### src/rtl/mbd_pkg.sv
// mbd_pkg: shared types and constants of the memory bank decoder
// target codes, register indexes, address window limits and reset values
// no dependencies
package mbd_pkg;

	// backing target of one access
	typedef enum logic [2:0] {
		TGT_NONE  = 3'd0,
		TGT_MAIN  = 3'd1,
		TGT_EXT   = 3'd2,
		TGT_BASIC = 3'd3,
		TGT_ROMB  = 3'd4,
		TGT_ROMA  = 3'd5,
		TGT_ROMC  = 3'd6
	} target_t;

	// configuration register indexes
	localparam int unsigned CfgIdxW = 3;
	typedef logic [CfgIdxW-1:0] cfg_idx_t;
	localparam cfg_idx_t REG_BANK_A     = 3'd0;
	localparam cfg_idx_t REG_BANK_B     = 3'd1;
	localparam cfg_idx_t REG_ROM_PRES   = 3'd2;
	localparam cfg_idx_t REG_EXT_PRES   = 3'd3;
	localparam cfg_idx_t REG_FLOPPY_KND = 3'd4;
	localparam cfg_idx_t REG_FLOPPY_EN  = 3'd5;

	localparam int unsigned CfgDataW = 8;

	// floppy drive kinds
	typedef logic [1:0] floppy_kind_t;
	localparam floppy_kind_t FLOPPY_525 = 2'd1;
	localparam floppy_kind_t FLOPPY_8IN = 2'd2;

	// register masks and reset values
	localparam logic [7:0] BankAMask  = 8'hce;
	localparam logic [7:0] BankAReset = 8'h0e;
	localparam logic [7:0] ExtRdAll   = 8'h50;

	// address windows
	localparam logic [15:0] AddrVidLo   = 16'h0400;
	localparam logic [15:0] AddrVidHi   = 16'h43ff;
	localparam logic [15:0] AddrHigh    = 16'h8000;
	localparam logic [15:0] AddrBasicLo = 16'ha000;
	localparam logic [15:0] AddrC000    = 16'hc000;
	localparam logic [15:0] AddrE000    = 16'he000;
	localparam logic [15:0] AddrF000    = 16'hf000;
	localparam logic [15:0] AddrFlopLo  = 16'hf800;
	localparam logic [15:0] AddrIoLo    = 16'hff00;
	localparam logic [15:0] AddrIoHi    = 16'hffef;
	localparam logic [15:0] AddrTopLo   = 16'hfff0;

endpackage

### src/rtl/mbd_req_if.sv
// mbd_req_if: access request channel (opcode and address per beat)
// depends on nothing but plain logic types
interface mbd_req_if;
	logic        valid;
	logic        ready;
	logic        opcode;
	logic [15:0] address;

	modport source (output valid, output opcode, output address, input ready);
	modport sink (input valid, input opcode, input address, output ready);
endinterface

### src/rtl/mbd_rsp_if.sv
// mbd_rsp_if: decode result channel (target, offset and flags per beat)
// depends on mbd_pkg for the target type
interface mbd_rsp_if;
	logic            valid;
	logic            ready;
	mbd_pkg::target_t target;
	logic [15:0]     offset;
	logic            io_hit;
	logic            video_on_main;

	modport source (output valid, output target, output offset, output io_hit,
		output video_on_main, input ready);
	modport sink (input valid, input target, input offset, input io_hit,
		input video_on_main, output ready);
endinterface

### src/rtl/memory_bank_decoder_unit.sv
// memory_bank_decoder_unit: top level of the memory bank decoder
// depends on mbd_pkg, mbd_req_if and mbd_rsp_if
//
// channel  | dir | beat contents
// ---------+-----+---------------------------------------------
// req      | in  | opcode (0 read, 1 write), address[15:0]
// rsp      | out | target[2:0], offset[15:0], io_hit, video_on_main
// cfg      | in  | cfg_we, cfg_index[2:0], cfg_data[7:0] (write only)
//
// one beat per cycle while rsp.ready stays high; a beat passes through the request
// register and the result register with the decode logic between them
// arst_n clears both valid flags and loads the register reset values
// rsp.ready low holds the result; req is still taken while the request
// register is empty or moving on, so a stall stops input only once full
module memory_bank_decoder_unit (
	input  logic                                   clk,
	input  logic                                   arst_n,
	input  logic                                   cfg_we,
	input  mbd_pkg::cfg_idx_t                      cfg_index,
	input  logic [mbd_pkg::CfgDataW-1:0]           cfg_data,
	mbd_req_if.sink                                req,
	mbd_rsp_if.source                              rsp
);

	// configuration registers
	logic [7:0] bank_a_q;
	logic [7:0] bank_b_q;
	logic [3:0] rom_pres_q;
	logic       ext_pres_q;
	logic [1:0] floppy_kind_q;
	logic [1:0] floppy_en_q;

	always_ff @(posedge clk or negedge arst_n) begin
		if (!arst_n) begin
			bank_a_q      <= mbd_pkg::BankAReset;
			bank_b_q      <= '0;
			rom_pres_q    <= '0;
			ext_pres_q    <= 1'b0;
			floppy_kind_q <= '0;
			floppy_en_q   <= '0;
		end else if (cfg_we) begin
			case (cfg_index)
				mbd_pkg::REG_BANK_A:     bank_a_q      <= cfg_data & mbd_pkg::BankAMask;
				mbd_pkg::REG_BANK_B:     bank_b_q      <= cfg_data;
				mbd_pkg::REG_ROM_PRES:   rom_pres_q    <= cfg_data[3:0];
				mbd_pkg::REG_EXT_PRES:   ext_pres_q    <= cfg_data[0];
				mbd_pkg::REG_FLOPPY_KND: floppy_kind_q <= cfg_data[1:0];
				mbd_pkg::REG_FLOPPY_EN:  floppy_en_q   <= cfg_data[1:0];
				default: ;
			endcase
		end
	end

	// pipeline handshake
	logic        valid_s1;
	logic        opcode_s1;
	logic [15:0] addr_s1;
	logic        out_valid_q;
	logic        out_free;
	logic        adv_s1;

	assign out_free  = !out_valid_q || rsp.ready;
	assign adv_s1    = valid_s1 && out_free;
	assign req.ready = !valid_s1 || out_free;

	// request register
	always_ff @(posedge clk or negedge arst_n) begin
		if (!arst_n) begin
			valid_s1 <= 1'b0;
		end else if (req.ready) begin
			valid_s1 <= req.valid;
		end
	end

	always_ff @(posedge clk) begin
		if (req.ready && req.valid) begin
			opcode_s1 <= req.opcode;
			addr_s1   <= req.address;
		end
	end

	// window decode
	logic             in_io;
	logic             in_vid;
	logic             sel_ext;
	mbd_pkg::target_t ext_tgt;
	mbd_pkg::target_t basic_tgt;
	mbd_pkg::target_t flop_tgt;
	mbd_pkg::target_t wr_tgt;
	mbd_pkg::target_t rd_tgt;
	mbd_pkg::target_t tgt;
	logic [15:0]      offset;

	assign in_io   = (addr_s1 >= mbd_pkg::AddrIoLo) && (addr_s1 <= mbd_pkg::AddrIoHi);
	assign in_vid  = (addr_s1 >= mbd_pkg::AddrVidLo) && (addr_s1 <= mbd_pkg::AddrVidHi);
	assign sel_ext = (bank_b_q[3:2] == 2'b01) || (bank_b_q[3:2] == 2'b10);
	assign ext_tgt   = ext_pres_q ? mbd_pkg::TGT_EXT : mbd_pkg::TGT_NONE;
	assign basic_tgt = rom_pres_q[0] ? mbd_pkg::TGT_BASIC : mbd_pkg::TGT_NONE;

	// floppy rom choice, the 5/8-inch port overrides the 3-inch one
	always_comb begin
		flop_tgt = mbd_pkg::TGT_NONE;
		if (floppy_en_q[0] && rom_pres_q[2]) begin
			flop_tgt = mbd_pkg::TGT_ROMB;
		end
		if (floppy_en_q[1]) begin
			if (floppy_kind_q == mbd_pkg::FLOPPY_525) begin
				if (rom_pres_q[1]) flop_tgt = mbd_pkg::TGT_ROMA;
				else if (rom_pres_q[3]) flop_tgt = mbd_pkg::TGT_ROMC;
			end else if (floppy_kind_q == mbd_pkg::FLOPPY_8IN) begin
				if (rom_pres_q[3]) flop_tgt = mbd_pkg::TGT_ROMC;
				else if (rom_pres_q[1]) flop_tgt = mbd_pkg::TGT_ROMA;
			end
		end
	end

	// write target
	always_comb begin
		if (in_io) begin
			wr_tgt = mbd_pkg::TGT_MAIN;
		end else if (in_vid) begin
			wr_tgt = sel_ext ? ext_tgt : mbd_pkg::TGT_MAIN;
		end else if (addr_s1 < mbd_pkg::AddrHigh) begin
			wr_tgt = bank_b_q[3] ? ext_tgt : mbd_pkg::TGT_MAIN;
		end else begin
			wr_tgt = bank_b_q[4] ? ext_tgt : mbd_pkg::TGT_MAIN;
		end
	end

	// read target
	always_comb begin
		if (in_io) begin
			rd_tgt = mbd_pkg::TGT_NONE;
		end else if (in_vid) begin
			rd_tgt = (sel_ext && bank_b_q[5]) ? ext_tgt : mbd_pkg::TGT_MAIN;
		end else if (addr_s1 < mbd_pkg::AddrHigh) begin
			rd_tgt = (bank_b_q[3] && bank_b_q[5]) ? ext_tgt : mbd_pkg::TGT_MAIN;
		end else if ((bank_b_q & mbd_pkg::ExtRdAll) == mbd_pkg::ExtRdAll) begin
			rd_tgt = ext_tgt;
		end else if (addr_s1 < mbd_pkg::AddrBasicLo) begin
			rd_tgt = mbd_pkg::TGT_MAIN;
		end else if (addr_s1 < mbd_pkg::AddrC000) begin
			rd_tgt = (!bank_a_q[1] && bank_a_q[6]) ? mbd_pkg::TGT_MAIN : basic_tgt;
		end else if (addr_s1 < mbd_pkg::AddrE000) begin
			rd_tgt = (!bank_a_q[2] && bank_a_q[7]) ? mbd_pkg::TGT_MAIN : basic_tgt;
		end else if (addr_s1 < mbd_pkg::AddrF000) begin
			rd_tgt = (!bank_a_q[3] && bank_a_q[7]) ? mbd_pkg::TGT_MAIN : basic_tgt;
		end else if (addr_s1 >= mbd_pkg::AddrTopLo) begin
			rd_tgt = bank_b_q[1] ? mbd_pkg::TGT_MAIN : basic_tgt;
		end else if (bank_b_q[0]) begin
			rd_tgt = mbd_pkg::TGT_MAIN;
		end else if ((addr_s1 >= mbd_pkg::AddrFlopLo) &&
			(flop_tgt != mbd_pkg::TGT_NONE)) begin
			rd_tgt = flop_tgt;
		end else begin
			rd_tgt = basic_tgt;
		end
	end

	// target and offset inside it
	always_comb begin
		tgt = opcode_s1 ? wr_tgt : rd_tgt;
		case (tgt)
			mbd_pkg::TGT_MAIN,
			mbd_pkg::TGT_EXT:   offset = addr_s1;
			mbd_pkg::TGT_BASIC: offset = addr_s1 - mbd_pkg::AddrBasicLo;
			mbd_pkg::TGT_ROMA,
			mbd_pkg::TGT_ROMB,
			mbd_pkg::TGT_ROMC:  offset = addr_s1 - mbd_pkg::AddrFlopLo;
			default:            offset = '0;
		endcase
	end

	// result register
	always_ff @(posedge clk or negedge arst_n) begin
		if (!arst_n) begin
			out_valid_q <= 1'b0;
		end else if (out_free) begin
			out_valid_q <= valid_s1;
		end
	end

	always_ff @(posedge clk) begin
		if (adv_s1) begin
			rsp.target        <= tgt;
			rsp.offset        <= offset;
			rsp.io_hit        <= in_io;
			rsp.video_on_main <= !sel_ext;
		end
	end

	assign rsp.valid = out_valid_q;

	// checks
	a_none_zero_offset: assert property (@(posedge clk) disable iff (!arst_n)
		(rsp.valid && rsp.target == mbd_pkg::TGT_NONE) |-> (rsp.offset == 16'h0000))
		else $error("no-target beat with non-zero offset");

	a_io_target: assert property (@(posedge clk) disable iff (!arst_n)
		(rsp.valid && rsp.io_hit) |->
		(rsp.target == mbd_pkg::TGT_MAIN || rsp.target == mbd_pkg::TGT_NONE))
		else $error("i/o window beat mapped beyond main ram");

	a_floppy_offset: assert property (@(posedge clk) disable iff (!arst_n)
		(rsp.valid && (rsp.target == mbd_pkg::TGT_ROMA || rsp.target == mbd_pkg::TGT_ROMB ||
		rsp.target == mbd_pkg::TGT_ROMC)) |-> (rsp.offset < 16'h0700))
		else $error("floppy rom offset beyond f800..feff");

	a_hold_s1: assert property (@(posedge clk) disable iff (!arst_n)
		(valid_s1 && !out_free) |=> (valid_s1 && $stable(addr_s1)))
		else $error("request register lost a beat under stall");

endmodule
### src/flat_wrapper.sv
// flat-port wrapper written by rule: the top's interface ports become plain ports
module memory_bank_decoder_unit_flat 
  (clk, arst_n, cfg_we, cfg_index, cfg_data, req_valid, req_opcode, req_address, req_ready, rsp_valid, rsp_target, rsp_offset, rsp_io_hit, rsp_video_on_main, rsp_ready);
  mbd_req_if req_i ();
  mbd_rsp_if rsp_i ();
  input  logic clk;
  input  logic arst_n;
  input  logic cfg_we;
  input  mbd_pkg::cfg_idx_t cfg_index;
  input  logic [mbd_pkg::CfgDataW-1:0] cfg_data;
  input wire logic [$bits(req_i.valid)-1:0] req_valid;
  input wire logic [$bits(req_i.opcode)-1:0] req_opcode;
  input wire logic [$bits(req_i.address)-1:0] req_address;
  output wire logic [$bits(req_i.ready)-1:0] req_ready;
  output wire logic [$bits(rsp_i.valid)-1:0] rsp_valid;
  output wire logic [$bits(rsp_i.target)-1:0] rsp_target;
  output wire logic [$bits(rsp_i.offset)-1:0] rsp_offset;
  output wire logic [$bits(rsp_i.io_hit)-1:0] rsp_io_hit;
  output wire logic [$bits(rsp_i.video_on_main)-1:0] rsp_video_on_main;
  input wire logic [$bits(rsp_i.ready)-1:0] rsp_ready;
  assign req_i.valid = req_valid;
  assign req_i.opcode = req_opcode;
  assign req_i.address = req_address;
  assign req_ready = req_i.ready;
  assign rsp_valid = rsp_i.valid;
  assign rsp_target = rsp_i.target;
  assign rsp_offset = rsp_i.offset;
  assign rsp_io_hit = rsp_i.io_hit;
  assign rsp_video_on_main = rsp_i.video_on_main;
  assign rsp_i.ready = rsp_ready;
  memory_bank_decoder_unit u_core (.clk(clk), .arst_n(arst_n), .cfg_we(cfg_we), .cfg_index(cfg_index), .cfg_data(cfg_data), .req(req_i), .rsp(rsp_i));
endmodule
### config.mk
export PLATFORM = sky130hd
export DESIGN_NAME = memory_bank_decoder_unit_flat
export DESIGN_NICKNAME = d
export VERILOG_FILES = /design/src/rtl/mbd_pkg.sv /design/src/rtl/mbd_req_if.sv /design/src/rtl/mbd_rsp_if.sv /design/src/rtl/memory_bank_decoder_unit.sv /design/src/flat_wrapper.sv
export SDC_FILE = /design/constraint.sdc
export NUM_CORES = 1
export LEC_CHECK = 0
export BUFFER_PORTS_ARGS = -buffer_cell sky130_fd_sc_hd__buf_2
export CAP_MARGIN = 20
export CORE_UTILIZATION = 35
export CTS_BUF_LIST = sky130_fd_sc_hd__clkbuf_16
export DETAILED_ROUTE_END_ITERATION = 6
export PLACE_DENSITY_LB_ADDON = 0.12
export SYNTH_ARGS = -nofsm -noshare
export SYNTH_HDL_FRONTEND = slang
export SYNTH_SLANG_ARGS = --single-unit
export TNS_END_PERCENT = 10
### constraint.sdc
create_clock -name clk -period 3.76 [get_ports clk]
set_input_delay 0.376 -clock clk [delete_from_list [all_inputs] [get_ports clk]]
set_output_delay 0.376 -clock clk [all_outputs]
set_load 0.05 [all_outputs]
==> out/results.ini, run 1 <==
[finish]
mostFrequentLayoutCells = buf_2, edfxtp_1, nand2_1, dfrtp_1, mux2_2
regArea_um2 = 1720
fin_area_um2 = 3557
utilization_pct = 45.56
multi_input_area_um2 = 1069
area_delta_synth_final_pct = 24.86
final.fill_count = 722
drive_above_1_share_pct = 34.92
final_common_cell = buf_2
fin_nets = 327
diodes = 0

[global_routing]
grt_max_degree = 24
grt_pass1_wl_um = 9915
grt_remaining_overflow = 0
grt_usage_pct = 15.77
grt_pass1_vias = 1975
grt_antenna_before_repair = 0

[route]
route.detailed.drc = 0
drt_iter0_drc = 118
ant_nets = 0
num_vias = 2010
routed_wl_um = 6074
vias_per_cell = 5.063
dr.pass1.iters = 4
routedWlPerCell_um = 15.30

[clocking]
cts.clk_slew.worst_paths_ns = 0.05
htreeDepth = 3
cts_sinks = 61
cts-root-buf = clkbuf_16
clk_latency_ns = 0.32
hold_buffers = 0
postCtsSetupBuffers = 0
tritoncts = done
post_cts_resized = 0
cts_made_buffers = 9
cts.path.max_buffers = 2

[floorplan]
std_cell_rows = 32
die_h_um = 92.22
coreArea_um2 = 7807
initial_core_util_pct = 36.49
fp.dieArea_um2 = 8505
die_x_um = 92.22
boundaryPins = 56

[critical_path]
critPathKind = register to register
arrival_ns = 3.51
r2r_cells = 7
worstReg2RegEnd = u_core.rsp.offset[7]
end_kind = register
worstPathMaxFanout = 12
reg2reg_from = u_core.addr_s1[0]
regToRegSetupSlack_ns = 0.33
crit_required_ns = 3.84
startpoint_type = register

[sta]
max_freq_mhz = 291.3
max_slew_margin_pct = 36.67
worstMarginPinSlew_ns = 0.9499
fin_crit_sh_pct = 91.29
slew_viol_final = 0
hold_viol_final = 0
rsz0062_at_grt = false
setup_violations = 0
skew_ns = 0.009491
period_needed_ns = 3.433
fin_setup_tns_ns = 0

[place]
dp_hpwl_um = 4501
io_buffers = 55
gp_congestion = 0.8040
placedInstanceArea_um2 = 3271

[synth]
async_flop_share_pct = 37.70
yosysUniqueCellTypes = 51
synth_top_cell_by_area = edfxtp_1
yosys_most_used_dff = edfxtp_1
syn-num-nets = 258
yosysWarnings = 0
syn_avg_cell_area_um2 = 12.83
synthTopCellsByArea = edfxtp_1, dfrtp_1, mux2_2, o21ai_0, dfstp_2
syn_area_um2 = 2849
ys_seq_area_share_pct = 60.39
ys_ff_latch = 61
synth_edf_count = 38
synth_top_area_share_pct = 40.05
netlist_instances = 222

[min_path]
hold_path.class = input port to asynchronous set/reset pin

[flow_run]
max_cap_viol_count = 0

[run_status]
run_status = finished, final reports clean

[power]
p_leak_nw = 1.406
vdd_drop_max_v = 0.0002383
power_density_nw_per_um2 = 587.2

## registers in the layout, indices dropped and copies added, names as in the netlist, 2 cells and up
| register | flops |
|---|---|
| u_core.addr_s1 | 16 |
| u_core.bank_a_q | 5 |
| u_core.bank_b_q | 7 |
| u_core.floppy_en_q | 2 |
| u_core.floppy_kind_q | 2 |
| u_core.rom_pres_q | 4 |
| u_core.rsp.offset | 16 |
| u_core.rsp.target | 3 |
## cells by family (layout without fill, tap and decap cells)
logic type      Yosys count  count (layout)  share of synthesized area, %
buf+inv                  13              86                         2.108
fa+ha+maj                 3               3                         1.318
xor+xnor                  4               4                         1.230
mux                      19              19                         7.422
flops                    61              61                         60.39
compound gates           40              40                         10.06
simple gates             82              82                         17.48
## layer usage
layer  global-route usage, %  share of wire (%)  vias to the layer above
li1                        -                  -                      983
met1                   20.40                 48                      967
met2                   24.50                 47                       51
met3                   5.224                3.8                        9
met4                   5.859                1.3                        0
met5                       0                  0                        -
## where the power goes
group          leakage, nW  switching (mW)  internal (mW)  total [mW]
Sequential           0.640          0.0683          0.832       0.901
Clock                0.144           0.272          0.502       0.773
Combinational        0.623           0.265          0.150       0.415
## cells in the mapped netlist, types with 2 or more instances
cell type / n
o2111ai_1: 2
nor3b_1: 4
or4_4: 2
nand2_1: 20
nor3_2: 2
o21ai_0: 16
mux2i_1: 2
and2_1: 2
o2bb2ai_1: 2
nor2_1: 5
nand4b_1: 4
nand4_1: 2
nand2b_1: 7
a21oi_1: 7
dfrtp_1: 20
clkbuf_1: 2
nor4_1: 4
edfxtp_1: 38
xnor2_1: 4
nor2b_1: 12
nor3_1: 3
and2b_1: 2
dfstp_2: 3
nand3_1: 2
inv_1: 9
or4_1: 3
ha_1: 3
mux2_2: 17
## area by class of cell
class | count | area share, %
sequential | 61 | 48.36
timing repair buffer | 62 | 9.145
clock buffer | 9 | 6.331
tap | 102 | 3.588
clock inverter | 6 | 1.583
inverter | 9 | 0.9497
multi-input combinational | 148 | 30.04
## how the worst max path moves through the flow
stage                            from  depth (start not counted)                    end
floorplan           u_core.addr_s1[7]                          9  u_core.rsp.offset[13]
global placement    u_core.addr_s1[0]                          7   u_core.rsp.offset[7]
detailed placement  u_core.addr_s1[0]                          7   u_core.rsp.offset[7]
CTS                 u_core.addr_s1[0]                          7   u_core.rsp.offset[7]
global route        u_core.addr_s1[0]                          7   u_core.rsp.offset[6]
finish              u_core.addr_s1[0]                          7   u_core.rsp.offset[7]
## critical path, cell delays in order, from the launching register on
cell and delay (ns):
edfxtp_1 0.36, or4_1 0.60, or4_4 0.57, o2bb2ai_1 0.18
nor4_1 0.36, o311ai_2 0.14, nor3_2 0.72, and2b_1 0.26
## metrics by stage
| stage | std cells | power [mW] | hold WS [ns] | setup WS, ns |
|---|---|---|---|---|
| final | 397 | 2.089 | 0.03680 | 0.3274 |
| after global routing | 397 | 2.187 | 0.07598 | 0.1724 |
| after floorplan | 222 | 1.217 | 0.08041 | 0.6720 |
| after global placement | 381 | 1.326 | 0.3854 | 0.3889 |
| after CTS | 396 | 2.114 | 0.03791 | 0.3620 |
| after detailed placement | 381 | 1.329 | 0.3866 | 0.3769 |
Power figures use the tool's default switching activity.
==> inputs of run 2 (changes only) <==
CTS_CLUSTER_SIZE = 30   (was default)
SETUP_SLACK_MARGIN = 0.4   (was default)
==> out/results.ini, run 2 (synthesized netlist as in run 1, its figures left out) <==
[finish]
final_common_cell = buf_2
area_delta_synth_final_pct = 25.78
drive_above_1_share_pct = 35.14
fin_nets = 328
diodes = 0
reg_top3 = u_core.addr_s1: 16 flops, u_core.rsp.offset: 16 flops, u_core.bank_b_q: 7 flops
mostFrequentLayoutCells = buf_2, edfxtp_1, nand2_1, dfrtp_1, mux2_2
fin_cells = 398

[place]
io_buffers = 55
place_inst = 381
gp_congestion = 0.8040
dp_hpwl_um = 4501

[sta]
max_slew_margin_pct = 36.60
hold_viol_final = 0
period_needed_ns = 3.238
max_freq_mhz = 308.9
worstMarginPinSlew_ns = 0.9510
fin_setup_tns_ns = 0
worst_hold_slack_ns = 0.03605
fin_crit_sh_pct = 86.11
skew_ns = 0.009168
slew_viol_final = 0
setup_violations = 0
rsz0062_at_grt = true

[critical_path]
end_kind = register
cp_num_cells = 9
crit_top_cell = or4_4
arrival_ns = 3.32
worstPathMaxFanout = 12
startpoint_type = register
cp-startpoint = u_core.addr_s1[0]
r2r_cells = 9
crit_buf_inv = 1
cpPeakStageDelay_ns = 0.59
critPathKind = register to register
path_cells = or4_1, or4_4, o2bb2ai_1, a41oi_1, or4_4, a221oi_4, buf_12, nor3_4, and2b_1
reg2reg_from = u_core.addr_s1[0]
slowest_stage = or4_1
crit_required_ns = 3.84
cp_top_family = simple AND/OR/NAND/NOR gates

[power]
power.internal_mw = 1.495
power_density_nw_per_um2 = 586.8
pwr-share-seq_pct = 42.8
pwr-share-clk_pct = 36.8
p_switching_uw = 608.0
total_power_mw = 2.103
p_comb_share_pct = 20.4
p_leak_nw = 1.417
sw_frac_of_total_pct = 28.92
vdd_drop_max_v = 0.0002462

[route]
vias_per_cell = 5.038
ant_nets = 0
drt_iter0_drc = 131
met2RoutedLength_um = 2847
topRoutingLayerUsed = met4
num_vias = 2005
dr.pass1.iters = 4
routedWlPerCell_um = 15.23
route.met3.wl_um = 240
routed_wl_um = 6062
route.detailed.drc = 0
wl_met1_um = 2895

[global_routing]
grt_pass1_wl_um = 9915
grt_max_degree = 24
grt_remaining_overflow = 0
grt_usage_pct = 15.77
grt_pass1_vias = 1975
grt_antenna_before_repair = 0

[clocking]
htreeDepth = 3
cts_made_buffers = 9
cts_sinks = 61
cts.path.max_buffers = 2
cts-root-buf = clkbuf_16
cts.clk_slew.worst_paths_ns = 0.05
clk_latency_ns = 0.32
tritoncts = done

[flow_run]
max_cap_viol_count = 0

[min_path]
hold_path.class = input port to asynchronous set/reset pin

[floorplan]
coreArea_um2 = 7807
std_cell_rows = 32
fp.dieArea_um2 = 8505
initial_core_util_pct = 36.49
boundaryPins = 56
die_x_um = 92.22
die_h_um = 92.22

[run_status]
run_status = finished, final reports clean

[run 2: changes by cell type in the layout (fill, tap and decap cells not counted)]
cell,before,now
buf_12,0,1
nor3_2,2,1
nor3_4,0,1
[run 2: timing repair]
item	CTS	global route
hold buffers	0	0
setup endpoints to repair	2	15
gates resized for setup	1	0
buffers inserted	0	1
pin swaps	0	1
[run 2: layer usage]
| layer | vias up | global-route usage (%) |
|---|---|---|
| met4 | 0 | 5.859 |
| met1 | 964 | 20.41 |
| met3 | 7 | 5.224 |
| li1 | 988 | - |
| met2 | 46 | 24.50 |
| met5 | - | 0 |
[run 2: power by group through the flow]
stage / Sequential [mW] / Combinational [mW] / Clock (mW)
detailed placement: 0.914 / 0.415 / 0
global route: 0.916 / 0.467 / 0.818
finish: 0.900 / 0.429 / 0.773
CTS: 0.902 / 0.421 / 0.795
floorplan: 0.999 / 0.218 / 0
global placement: 0.912 / 0.414 / 0
[run 2: final timing paths]
kind	endpoint	slack, ns
hold / removal	u_core.rom_pres_q[1]	0.04
min in group clk	u_core.addr_s1[9]	0.22
setup reg to reg	u_core.rsp.offset[7]	0.52
setup / recovery	u_core.rsp.offset[7]	0.52
max in group asynchronous	u_core.bank_a_q[2]	3.36
hold reg to reg	u_core.rsp.valid	0.49
[run 2: layout make-up]
| class | count | area [um2] |
|---|---|---|
| Inverter | 9 | 33.78 |
| Timing Repair Buffer | 63 | 345.3 |
| Clock inverter | 6 | 56.30 |
| Fill cell | 720 | 4224 |
| Sequential cell | 61 | 1720 |
| Clock buffer | 9 | 225.2 |
| Tap cell | 102 | 127.6 |
| Multi-Input combinational cell | 148 | 1075 |
[run 2: metrics by stage]
stage | instance area (um2) | util (%) | setup slack [ns]
2_1_floorplan | 2849 | - | 0.6720
3_3_place_gp | 3271 | 41.89 | 0.3889
3_5_place_dp | 3271 | 41.89 | 0.3769
4_1_cts | 3558 | 45.58 | 0.4124
5_1_grt | 3583 | 45.90 | 0.3480
6_report | 3583 | 45.90 | 0.5223
[run 2: worst reg2reg max path: stages, from the launching register on]
cell and delay [ns]:
edfxtp_1 0.36, or4_1 0.59, or4_4 0.57, o2bb2ai_1 0.17, a41oi_1 0.21, or4_4 0.17, a221oi_4 0.06, buf_12 0.16
nor3_4 0.45, and2b_1 0.25
==> inputs of run 3 (changes only) <==
==> constraint.sdc (replaced) <==
create_clock -name clk -period 3.76 [get_ports clk]
set_input_delay 0.752 -clock clk [delete_from_list [all_inputs] [get_ports clk]]
set_output_delay 0.752 -clock clk [all_outputs]
set_load 0.05 [all_outputs]
==> out/results.ini, run 3 (synthesized netlist as in run 1, its figures left out) <==
[power]
p_leak_nw = 1.403
sw_frac_of_total_pct = 30.10
pwr-share-clk_pct = 35.2
p_switching_uw = 616.9
power.internal_mw = 1.432
vdd_drop_max_v = 0.0003248
pwr-share-seq_pct = 43.9
p_comb_share_pct = 20.9
power_density_nw_per_um2 = 573.7

[finish]
area_delta_synth_final_pct = 25.38
diodes = 0
final.fill_count = 730
reg_top3 = u_core.addr_s1: 16 flops, u_core.rsp.offset: 16 flops, u_core.bank_b_q: 7 flops
fin_cells = 399
drive_above_1_share_pct = 35.35
final_common_cell = buf_2
mostFrequentLayoutCells = buf_2, edfxtp_1, nand2_1, dfrtp_1, mux2_2
fin_nets = 328

[critical_path]
end_kind = register
startpoint_type = register
critPathKind = register to register
worstPathMaxFanout = 12
arrival_ns = 3.29
crit_required_ns = 3.84

[sta]
fin_crit_sh_pct = 85.28
max_slew_margin_pct = 35.78
period_needed_ns = 3.206
layout_setup_ws_ns = 0.5536
max_freq_mhz = 311.9
setup_violations = 0
skew_ns = 0.006008
hold_viol_final = 0
rsz0062_at_grt = true
slew_viol_final = 0
fin_setup_tns_ns = 0
worst_hold_slack_ns = 0.4034
worstMarginPinSlew_ns = 0.9633

[route]
route.detailed.drc = 0
drt_iter0_drc = 109
dr.pass1.iters = 4
routedWlPerCell_um = 14.74
vias_per_cell = 5.068
num_vias = 2022
ant_nets = 0
routed_wl_um = 5883

[floorplan]
initial_core_util_pct = 36.49
die_x_um = 92.22
die_h_um = 92.22
fp.dieArea_um2 = 8505
std_cell_rows = 32
coreArea_um2 = 7807
boundaryPins = 56

[place]
dp_hpwl_um = 4408
io_buffers = 55
gp_congestion = 0.8023
preCtsSetupSlack_ns = 0.3992
place_inst = 382

[min_path]
hold_path.class = input port to asynchronous set/reset pin

[global_routing]
grt_remaining_overflow = 0
grt_pass1_vias = 1929
grt_max_degree = 24
grt_pass1_wl_um = 9549
grt_usage_pct = 15.37
grt_antenna_before_repair = 0

[clocking]
clk_latency_ns = 0.33
cts_made_buffers = 9
cts-root-buf = clkbuf_16
cts.path.max_buffers = 2
cts.clk_slew.worst_paths_ns = 0.05
cts_sinks = 61
htreeDepth = 3
hold_buffers = 0
tritoncts = done

[flow_run]
max_cap_viol_count = 0

[run_status]
run_status = finished, final reports clean

==> run 3: area by class of cell <==
cell class / instances / area [um2] / area share, %
Clock buffer: 9 / 225.2 / 6.305
Tap cell: 102 / 127.6 / 3.573
Multi-Input combinational cell: 148 / 1075 / 30.09
Sequential cell: 61 / 1720 / 48.16
Clock inverter: 7 / 42.54 / 1.191
Inverter: 9 / 33.78 / 0.9457
Timing Repair Buffer: 63 / 347.8 / 9.737
==> run 3: through the flow <==
| stage | total power [mW] | util, % | cell area [um2] |
|---|---|---|---|
| global route | 2.152 | 45.75 | 3572 |
| floorplan | 1.217 | - | 2849 |
| CTS | 2.061 | 45.50 | 3552 |
| global placement | 1.327 | 41.99 | 3278 |
| detailed placement | 1.329 | 41.99 | 3278 |
| finish | 2.049 | 45.75 | 3572 |
==> run 3: worst max-delay path, stage by stage, from the launching register on <==
cell	delay [ns]
edfxtp_1	0.36
or4_1	0.59
or4_4	0.57
o2bb2ai_1	0.17
a41oi_1	0.21
or4_4	0.17
a221oi_4	0.06
buf_12	0.16
nor3_4	0.43
and2b_1	0.24
==> run 3: metal layers <==
layer / vias up / GRT usage [%] / wire length (um)
met5: - / 0 / 0
met4: 0 / 8.594 / 150
met3: 12 / 4.312 / 239
met2: 49 / 24.07 / 2756
met1: 974 / 19.07 / 2736
li1: 987 / - / -
==> run 3: timing repair <==
| item | in CTS | in global routing |
|---|---|---|
| pin swaps | 0 | 1 |
| buffers inserted | 0 | 1 |
| resized for setup | 1 | 0 |
| setup endpoints to repair | 2 | 15 |
==> run 3: power by group through the flow <==
stage | Combinational (mW) | Sequential (mW) | Clock [mW]
2_1_floorplan | 0.218 | 0.999 | 0
3_3_place_gp | 0.414 | 0.913 | 0
3_5_place_dp | 0.415 | 0.913 | 0
4_1_cts | 0.420 | 0.902 | 0.739
5_1_grt | 0.467 | 0.915 | 0.771
6_report | 0.428 | 0.900 | 0.722
==> run 3: worst paths after layout <==
kind                                   start                    to  slack [ns]  depth (start not counted)
min in group clk             u_core.valid_s1      u_core.rsp.valid        0.49                          1
max in group asynchronous             arst_n    u_core.bank_a_q[2]        2.99                          1
hold reg to reg              u_core.valid_s1      u_core.rsp.valid        0.49                          1
setup reg to reg           u_core.addr_s1[0]  u_core.rsp.offset[6]        0.55                          9
hold / removal                        arst_n     u_core.ext_pres_q        0.40                          1
setup / recovery           u_core.addr_s1[0]  u_core.rsp.offset[6]        0.55                          9
